==> src/rtl/mbph_pkg.sv <==
package mbph_pkg;

   localparam int MAX_PROJECTILES = 1024;
   localparam int MAX_HORIZON = 600;
   localparam int QUEUE_DEPTH = 2;

   localparam int IDX_W = (MAX_PROJECTILES > 1) ? $clog2(MAX_PROJECTILES) : 1;
   localparam int PC_W = $clog2(MAX_PROJECTILES + 1);
   localparam int FRM_W = $clog2(MAX_HORIZON + 1);
   localparam int CW = ((FRM_W > 10) ? FRM_W : 10) + 1;
   localparam int FF_W = 2 * FRM_W;
   localparam int MB_W = (FF_W > CW) ? FF_W : CW;
   localparam int MP_W = 32 + MB_W + 1;
   localparam int SC_W = ((PC_W > 10) ? PC_W : 10) + 1;
   localparam int NC_W = ((PC_W > 11) ? PC_W : 11) + 1;
   localparam int GAP_W = 35;
   localparam int QP_W = (QUEUE_DEPTH > 1) ? $clog2(QUEUE_DEPTH) : 1;
   localparam int QC_W = $clog2(QUEUE_DEPTH + 1);

   localparam int CSR_IDX_W = 3;
   localparam int CSR_DATA_W = 32;

   localparam logic [CSR_IDX_W-1:0] CSR_PLAYER_X = 3'd0;
   localparam logic [CSR_IDX_W-1:0] CSR_PLAYER_Y = 3'd1;
   localparam logic [CSR_IDX_W-1:0] CSR_HALF_W = 3'd2;
   localparam logic [CSR_IDX_W-1:0] CSR_HALF_H = 3'd3;
   localparam logic [CSR_IDX_W-1:0] CSR_MARGIN = 3'd4;
   localparam logic [CSR_IDX_W-1:0] CSR_HORIZON = 3'd5;
   localparam logic [CSR_IDX_W-1:0] CSR_COUNT = 3'd6;

   localparam logic [1:0] KIND_LOAD = 2'd0;
   localparam logic [1:0] KIND_EVAL = 2'd1;
   localparam logic [1:0] KIND_ERROR = 2'd2;
   localparam logic [1:0] KIND_DROP = 2'd3;

   typedef struct packed {
      logic signed [31:0] pos_x;
      logic signed [31:0] pos_y;
      logic signed [31:0] vel_x;
      logic signed [31:0] vel_y;
      logic signed [31:0] acc_x;
      logic signed [31:0] acc_y;
      logic [30:0]        half_w;
      logic [30:0]        half_h;
   } tab_entry_type;

   typedef struct packed {
      logic [1:0]    kind;
      logic [9:0]    slot;
      tab_entry_type data;
      logic [9:0]    graze;
      logic [9:0]    startup;
   } work_type;

   typedef struct packed {
      logic signed [31:0] player_x;
      logic signed [31:0] player_y;
      logic [30:0]        half_w;
      logic [30:0]        half_h;
      logic signed [31:0] margin;
      logic [9:0]         horizon;
      logic [10:0]        count;
   } cfg_type;

   function automatic logic signed [31:0] sat32(input logic signed [63:0] v);
      if (v > 64'sd2147483647) return 32'sh7FFFFFFF;
      if (v < -64'sd2147483648) return 32'sh80000000;
      return v[31:0];
   endfunction

   function automatic logic [FRM_W-1:0] eff_horizon(input logic [9:0] hz);
      if (hz == 10'd0) return FRM_W'(1);
      if (CW'(hz) > CW'(MAX_HORIZON)) return FRM_W'(MAX_HORIZON);
      return FRM_W'(hz);
   endfunction

   function automatic logic [PC_W-1:0] eff_count(input logic [10:0] c);
      if (NC_W'(c) > NC_W'(MAX_PROJECTILES)) return PC_W'(MAX_PROJECTILES);
      return PC_W'(c);
   endfunction

endpackage

==> src/rtl/mbph_if.sv <==
interface mbph_req_if;
   logic               valid;
   logic               ready;
   logic               action;
   logic [9:0]         slot;
   logic signed [31:0] pos_x;
   logic signed [31:0] pos_y;
   logic signed [31:0] vel_x;
   logic signed [31:0] vel_y;
   logic [30:0]        half_w;
   logic [30:0]        half_h;
   logic signed [31:0] acc_x;
   logic signed [31:0] acc_y;
   logic [9:0]         graze_frames;
   logic [9:0]         startup_frames;

   modport source (output valid, action, slot, pos_x, pos_y, vel_x, vel_y, half_w, half_h,
                   acc_x, acc_y, graze_frames, startup_frames, input ready);
   modport sink (input valid, action, slot, pos_x, pos_y, vel_x, vel_y, half_w, half_h,
                 acc_x, acc_y, graze_frames, startup_frames, output ready);
endinterface


==> src/rtl/mbph_front.sv <==
module mbph_front import mbph_pkg::*; (
   input  logic     clock,
   input  logic     reset,
   mbph_req_if.sink req,
   input  cfg_type  cfg,
   output logic     wk_valid,
   output work_type wk,
   input  logic     wk_ready
);

   work_type          q_ff [QUEUE_DEPTH];
   logic [QP_W-1:0]   wr_ff, wr_in, rd_ff, rd_in;
   logic [QC_W-1:0]   cnt_ff, cnt_in;
   work_type          item;
   logic [FRM_W-1:0]  h;
   logic              push, pop;

   always_comb begin
      h = eff_horizon(cfg.horizon);
      item.slot = req.slot;
      item.data.pos_x = req.pos_x;
      item.data.pos_y = req.pos_y;
      item.data.vel_x = req.vel_x;
      item.data.vel_y = req.vel_y;
      item.data.acc_x = req.acc_x;
      item.data.acc_y = req.acc_y;
      item.data.half_w = req.half_w;
      item.data.half_h = req.half_h;
      item.graze = req.graze_frames;
      item.startup = req.startup_frames;
      if (!req.action) begin
         item.kind = (SC_W'(req.slot) < SC_W'(MAX_PROJECTILES)) ? KIND_LOAD : KIND_DROP;
      end else if (CW'(req.graze_frames) > CW'(h) || CW'(req.startup_frames) > CW'(h)) begin
         item.kind = KIND_ERROR;
      end else begin
         item.kind = KIND_EVAL;
      end
   end

   assign req.ready = (cnt_ff != QC_W'(QUEUE_DEPTH));
   assign wk_valid = (cnt_ff != '0);
   assign wk = q_ff[rd_ff];
   assign push = req.valid && req.ready && (item.kind != KIND_DROP);
   assign pop = wk_valid && wk_ready;

   always_comb begin
      wr_in = wr_ff;
      rd_in = rd_ff;
      cnt_in = cnt_ff;
      if (push) begin
         wr_in = (wr_ff == QP_W'(QUEUE_DEPTH - 1)) ? '0 : QP_W'(wr_ff + 1'b1);
      end
      if (pop) begin
         rd_in = (rd_ff == QP_W'(QUEUE_DEPTH - 1)) ? '0 : QP_W'(rd_ff + 1'b1);
      end
      if (push && !pop) begin
         cnt_in = QC_W'(cnt_ff + 1'b1);
      end else if (pop && !push) begin
         cnt_in = QC_W'(cnt_ff - 1'b1);
      end
   end

   always_ff @(posedge clock) begin
      if (reset) begin
         wr_ff <= '0;
         rd_ff <= '0;
         cnt_ff <= '0;
      end else begin
         wr_ff <= wr_in;
         rd_ff <= rd_in;
         cnt_ff <= cnt_in;
      end
   end

   always_ff @(posedge clock) begin
      if (push) begin
         q_ff[wr_ff] <= item;
      end
   end

endmodule

==> src/flat_wrapper.sv <==
// flat-port wrapper written by rule: the top's interface ports become plain ports
module mbph_front_flat import mbph_pkg::*;
  (clock, reset, cfg, wk_valid, wk, wk_ready, req_valid, req_action, req_slot, req_pos_x, req_pos_y, req_vel_x, req_vel_y, req_half_w, req_half_h, req_acc_x, req_acc_y, req_graze_frames, req_startup_frames, req_ready);
  mbph_req_if req_i ();
  input  logic clock;
  input  logic reset;
  input  cfg_type cfg;
  output logic wk_valid;
  output work_type wk;
  input  logic wk_ready;
  input wire logic [$bits(req_i.valid)-1:0] req_valid;
  input wire logic [$bits(req_i.action)-1:0] req_action;
  input wire logic [$bits(req_i.slot)-1:0] req_slot;
  input wire logic [$bits(req_i.pos_x)-1:0] req_pos_x;
  input wire logic [$bits(req_i.pos_y)-1:0] req_pos_y;
  input wire logic [$bits(req_i.vel_x)-1:0] req_vel_x;
  input wire logic [$bits(req_i.vel_y)-1:0] req_vel_y;
  input wire logic [$bits(req_i.half_w)-1:0] req_half_w;
  input wire logic [$bits(req_i.half_h)-1:0] req_half_h;
  input wire logic [$bits(req_i.acc_x)-1:0] req_acc_x;
  input wire logic [$bits(req_i.acc_y)-1:0] req_acc_y;
  input wire logic [$bits(req_i.graze_frames)-1:0] req_graze_frames;
  input wire logic [$bits(req_i.startup_frames)-1:0] req_startup_frames;
  output wire logic [$bits(req_i.ready)-1:0] req_ready;
  assign req_i.valid = req_valid;
  assign req_i.action = req_action;
  assign req_i.slot = req_slot;
  assign req_i.pos_x = req_pos_x;
  assign req_i.pos_y = req_pos_y;
  assign req_i.vel_x = req_vel_x;
  assign req_i.vel_y = req_vel_y;
  assign req_i.half_w = req_half_w;
  assign req_i.half_h = req_half_h;
  assign req_i.acc_x = req_acc_x;
  assign req_i.acc_y = req_acc_y;
  assign req_i.graze_frames = req_graze_frames;
  assign req_i.startup_frames = req_startup_frames;
  assign req_ready = req_i.ready;
  mbph_front u_core (.clock(clock), .reset(reset), .req(req_i), .cfg(cfg), .wk_valid(wk_valid), .wk(wk), .wk_ready(wk_ready));
endmodule
==> config.mk <==
export PLATFORM = sky130hd
export DESIGN_NAME = mbph_front_flat
export DESIGN_NICKNAME = d
export VERILOG_FILES = /design/src/rtl/mbph_pkg.sv /design/src/rtl/mbph_if.sv /design/src/rtl/mbph_front.sv /design/src/flat_wrapper.sv
export SDC_FILE = /design/constraint.sdc
export NUM_CORES = 1
export LEC_CHECK = 0
export ABC_CLOCK_PERIOD_IN_PS = 33000
export BUFFER_PORTS_ARGS = -buffer_cell sky130_fd_sc_hd__buf_4
export CORE_AREA = 10 10 284 286
export CTS_BUF_LIST = sky130_fd_sc_hd__clkbuf_4
export DETAILED_ROUTE_END_ITERATION = 6
export DIE_AREA = 0 0 294 296
export HOLD_SLACK_MARGIN = 0.06
export PLACE_DENSITY = 0.54
export SYNTH_ARGS = -nofsm -noshare
export SYNTH_HDL_FRONTEND = slang
export SYNTH_SLANG_ARGS = --single-unit
export TNS_END_PERCENT = 1
==> constraint.sdc <==
create_clock -name clock -period 33 [get_ports clock]
set_clock_uncertainty 0.1 [all_clocks]
set_input_delay 4.95 -clock clock [delete_from_list [all_inputs] [get_ports clock]]
set_output_delay 4.95 -clock clock [all_outputs]
set_load 0.02 [all_outputs]
==> qor.csv <==
metric,value,unit
min_period,9.31,ns
max-slew-margin-rel,36.1,%
critPathMaxFanout,68,
min_path_type,flip-flop to flip-flop,
fillCellCount,7025,
fin_crit_sh,28.2,%
initial_core_util,28.4,%
tns,0,ns
ys_warn_count,0,
synthToLayoutAreaGrowth,35.8,%
dp.final_hpwl,42.2,mm
cts-htree-levels,4,
cts_tree,yes,
reg2reg_depth,6,
cts_root_buf,clkbuf_4,
clk_latency,0.92,ns
synth_common_cells,"572 x edfxtp_1, 286 x mux2_2, 31 x buf_2",
syn_area,0.0213,sq mm
layout-drive-gt1-share,62.5,%
drt_iter0_drc,437,
wl_per_cell,21.1,microns
synth_fp_nets,1476,
max_cap_viol_count,0,
rr_endpoint,u_core.q_ff[0][97],
r2r_slack,28.91,ns
fp.dieArea,0.0870,sq mm
first_global_vias,13200,
clock_path_buffers,3,
cp_common_cell,buf_4,
die_w,294,microns
synthFlopType,edfxtp_1,
numClockSinks,577,
io_buffers,586,
async_flop_share,0,%
postCtsSetupBuffers,0,
placed_area,0.0269,sq mm
track_usage,13.1,%
yosys.cell_count.top_type,edfxtp_1,
ctsResizeCount,0,
cp_num_buf_inv,3,
io-pin-count,756,
antenna_found_initial,5,
final_max_slew_viol_count,0,
synth_cell_types,29,
worstHoldStart,u_core.rd_ff,
place_congestion,0.774,
drt_first_pass_iters,4,
rsz0062_at_grt,no,
cp_slowest_stage_delay,0.96,ns
ant_nets,0,
die_y,296,microns
final_area,0.0290,sq mm
cts_hold_buf,0,
grt_max_degree,69,
critPathRequiredTime,27.95,ns
crit_arrival,4.26,ns
min_to,u_core.rd_ff,
utilization,38.5,%
vias,12000,
synth.top_cell.area_share,80.5,%
worst_pin_slew,0.958,ns
gr-total-overflow,0,
core_area,0.0752,sq mm
status,completed,
whs_path_depth,2,
ys_seq_area_share,81.0,%
yosysTopAreaCell,edfxtp_1,
power.leakage,10.9,nW
r2r-start,u_core.cnt_ff[0],
avgSynthCellArea,21.6,sq um
synth_edf_count,572,
synth.area.top_cells,"edfxtp_1 81%, mux2_2 15%, ha_1 1.2%",
finalHoldViolCount,0,
post_drt_via_cell_ratio,4.29,
crit_chain,buf_4 -> buf_4 -> mux2_2 -> buf_4,
criticalPathCategory,flip-flop to output port,
setup-violations-final,0,
syn_inst,987,
critical_path.top_delay_family,buffers and inverters,
max_freq,107,MHz
startpoint_type,flip-flop,
row_count,101,
grt_pass1_wl,84.6,mm
cts_buffers,158,
vdd_drop_max,0.0424,mV
drc,0,
cp-end-kind,output port,
ys_seq_elements,577,
nNetsFinal,2203,
finalWirelength,59.2,mm
critPathSlowestCell,dfxtp_4,
clk_pin_slew_worst_paths,0.06,ns
power_per_cell_area,80.1,mW/mm^2
[sequential cells by signal, summed over array words and instances (netlist names), named ones only]
| signal | flops |
|---|---|
| u_core.cnt_ff | 2 |
| u_core.wr_ff | 1 |
| u_core.rd_ff | 1 |
| u_core.q_ff | 572 |
[where the power goes]
part	leakage [nW]	internal (W)	switching, W	total [W]
Sequential	5.38	0.000938	0.0000323	0.000971
Combinational	4.28	0.000296	0.000404	0.000700
Clock	1.20	0.000359	0.000291	0.000649
[per-stage QoR]
| stage | std cells | worst slack (ns) | hold slack [ns] | total power, W |
|---|---|---|---|---|
| CTS | 2800 | 23.39 | 0.414 | 0.00237 |
| floorplan | 987 | 15.08 | 0.361 | 0.00142 |
| global placement | 2532 | 24.42 | 0.382 | 0.00170 |
| detailed placement | 2532 | 24.37 | 0.389 | 0.00170 |
| finish | 2802 | 23.69 | 0.410 | 0.00232 |
| global route | 2801 | 23.33 | 0.449 | 0.00245 |
[worst register-to-register path, delay by kind of cell (launching register included)]
family / cells / cell delay, ns
AND/OR/NAND/NOR: 3 / 0.87
buffers and inverters: 3 / 2.22
flip-flops: 1 / 0.40
[area by class of cell]
cell class                 instances  area (sq um)  share of cell area, %
clock inverter                    37           308                   1.06
timing repair buffer             599          4500                   15.5
antenna                            2          5.00                 0.0173
sequential                       577         17300                   59.7
tap                              978          1220                   4.23
inverter                           7          26.3                 0.0908
multi-input combinational        371          3880                   13.4
clock buffer                     231          1730                   5.99
[cells by family after synthesis]
kind of cell | Yosys count | synth area share [%]
compound gates | 25 | 0.839
flops | 577 | 81.0
xor+xnor | 4 | 0.164
simple gates | 35 | 0.786
mux | 286 | 15.1
buf+inv | 39 | 0.868
fa+ha+maj | 21 | 1.23
[worst max path at each step]
stage                    from                   to  slack, ns  cells past startpoint
global placement    req_valid  u_core.q_ff[0][158]      24.42                      6
CTS                 flip-flop              wk[154]      23.39                      4
finish              flip-flop              wk[244]      23.69                      4
floorplan           req_valid    u_core.q_ff[0][0]      15.08                      2
detailed placement  req_valid  u_core.q_ff[0][158]      24.37                      6
global route        flip-flop              wk[154]      23.33                      4
[per-layer routing]
metal  global-route usage [%]  wire length, microns  vias to the layer above
met2                     21.1                 28200                      547
met3                     8.70                  8220                      105
met5                        0                    35                        -
met4                     5.10                  1250                        6
met1                     13.5                 21500                     5861
li1                         -                     -                     5506
[placed cells by master (no fill, tap or decap), drive strengths merged, types with 4 or more instances in the layout]
| cell | count |
|---|---|
| edfxtp | 572 |
| nor2 | 7 |
| xor2 | 4 |
| nand2 | 13 |
| o21ai | 4 |
| a21oi | 8 |
| nand4 | 4 |
| buf | 599 |
| bufinv | 5 |
| clkinv | 26 |
| mux2 | 286 |
| inv | 10 |
| clkbuf | 231 |
| a21o | 4 |
| ha | 21 |
| dfxtp | 5 |
Power figures use the tool's default switching activity.
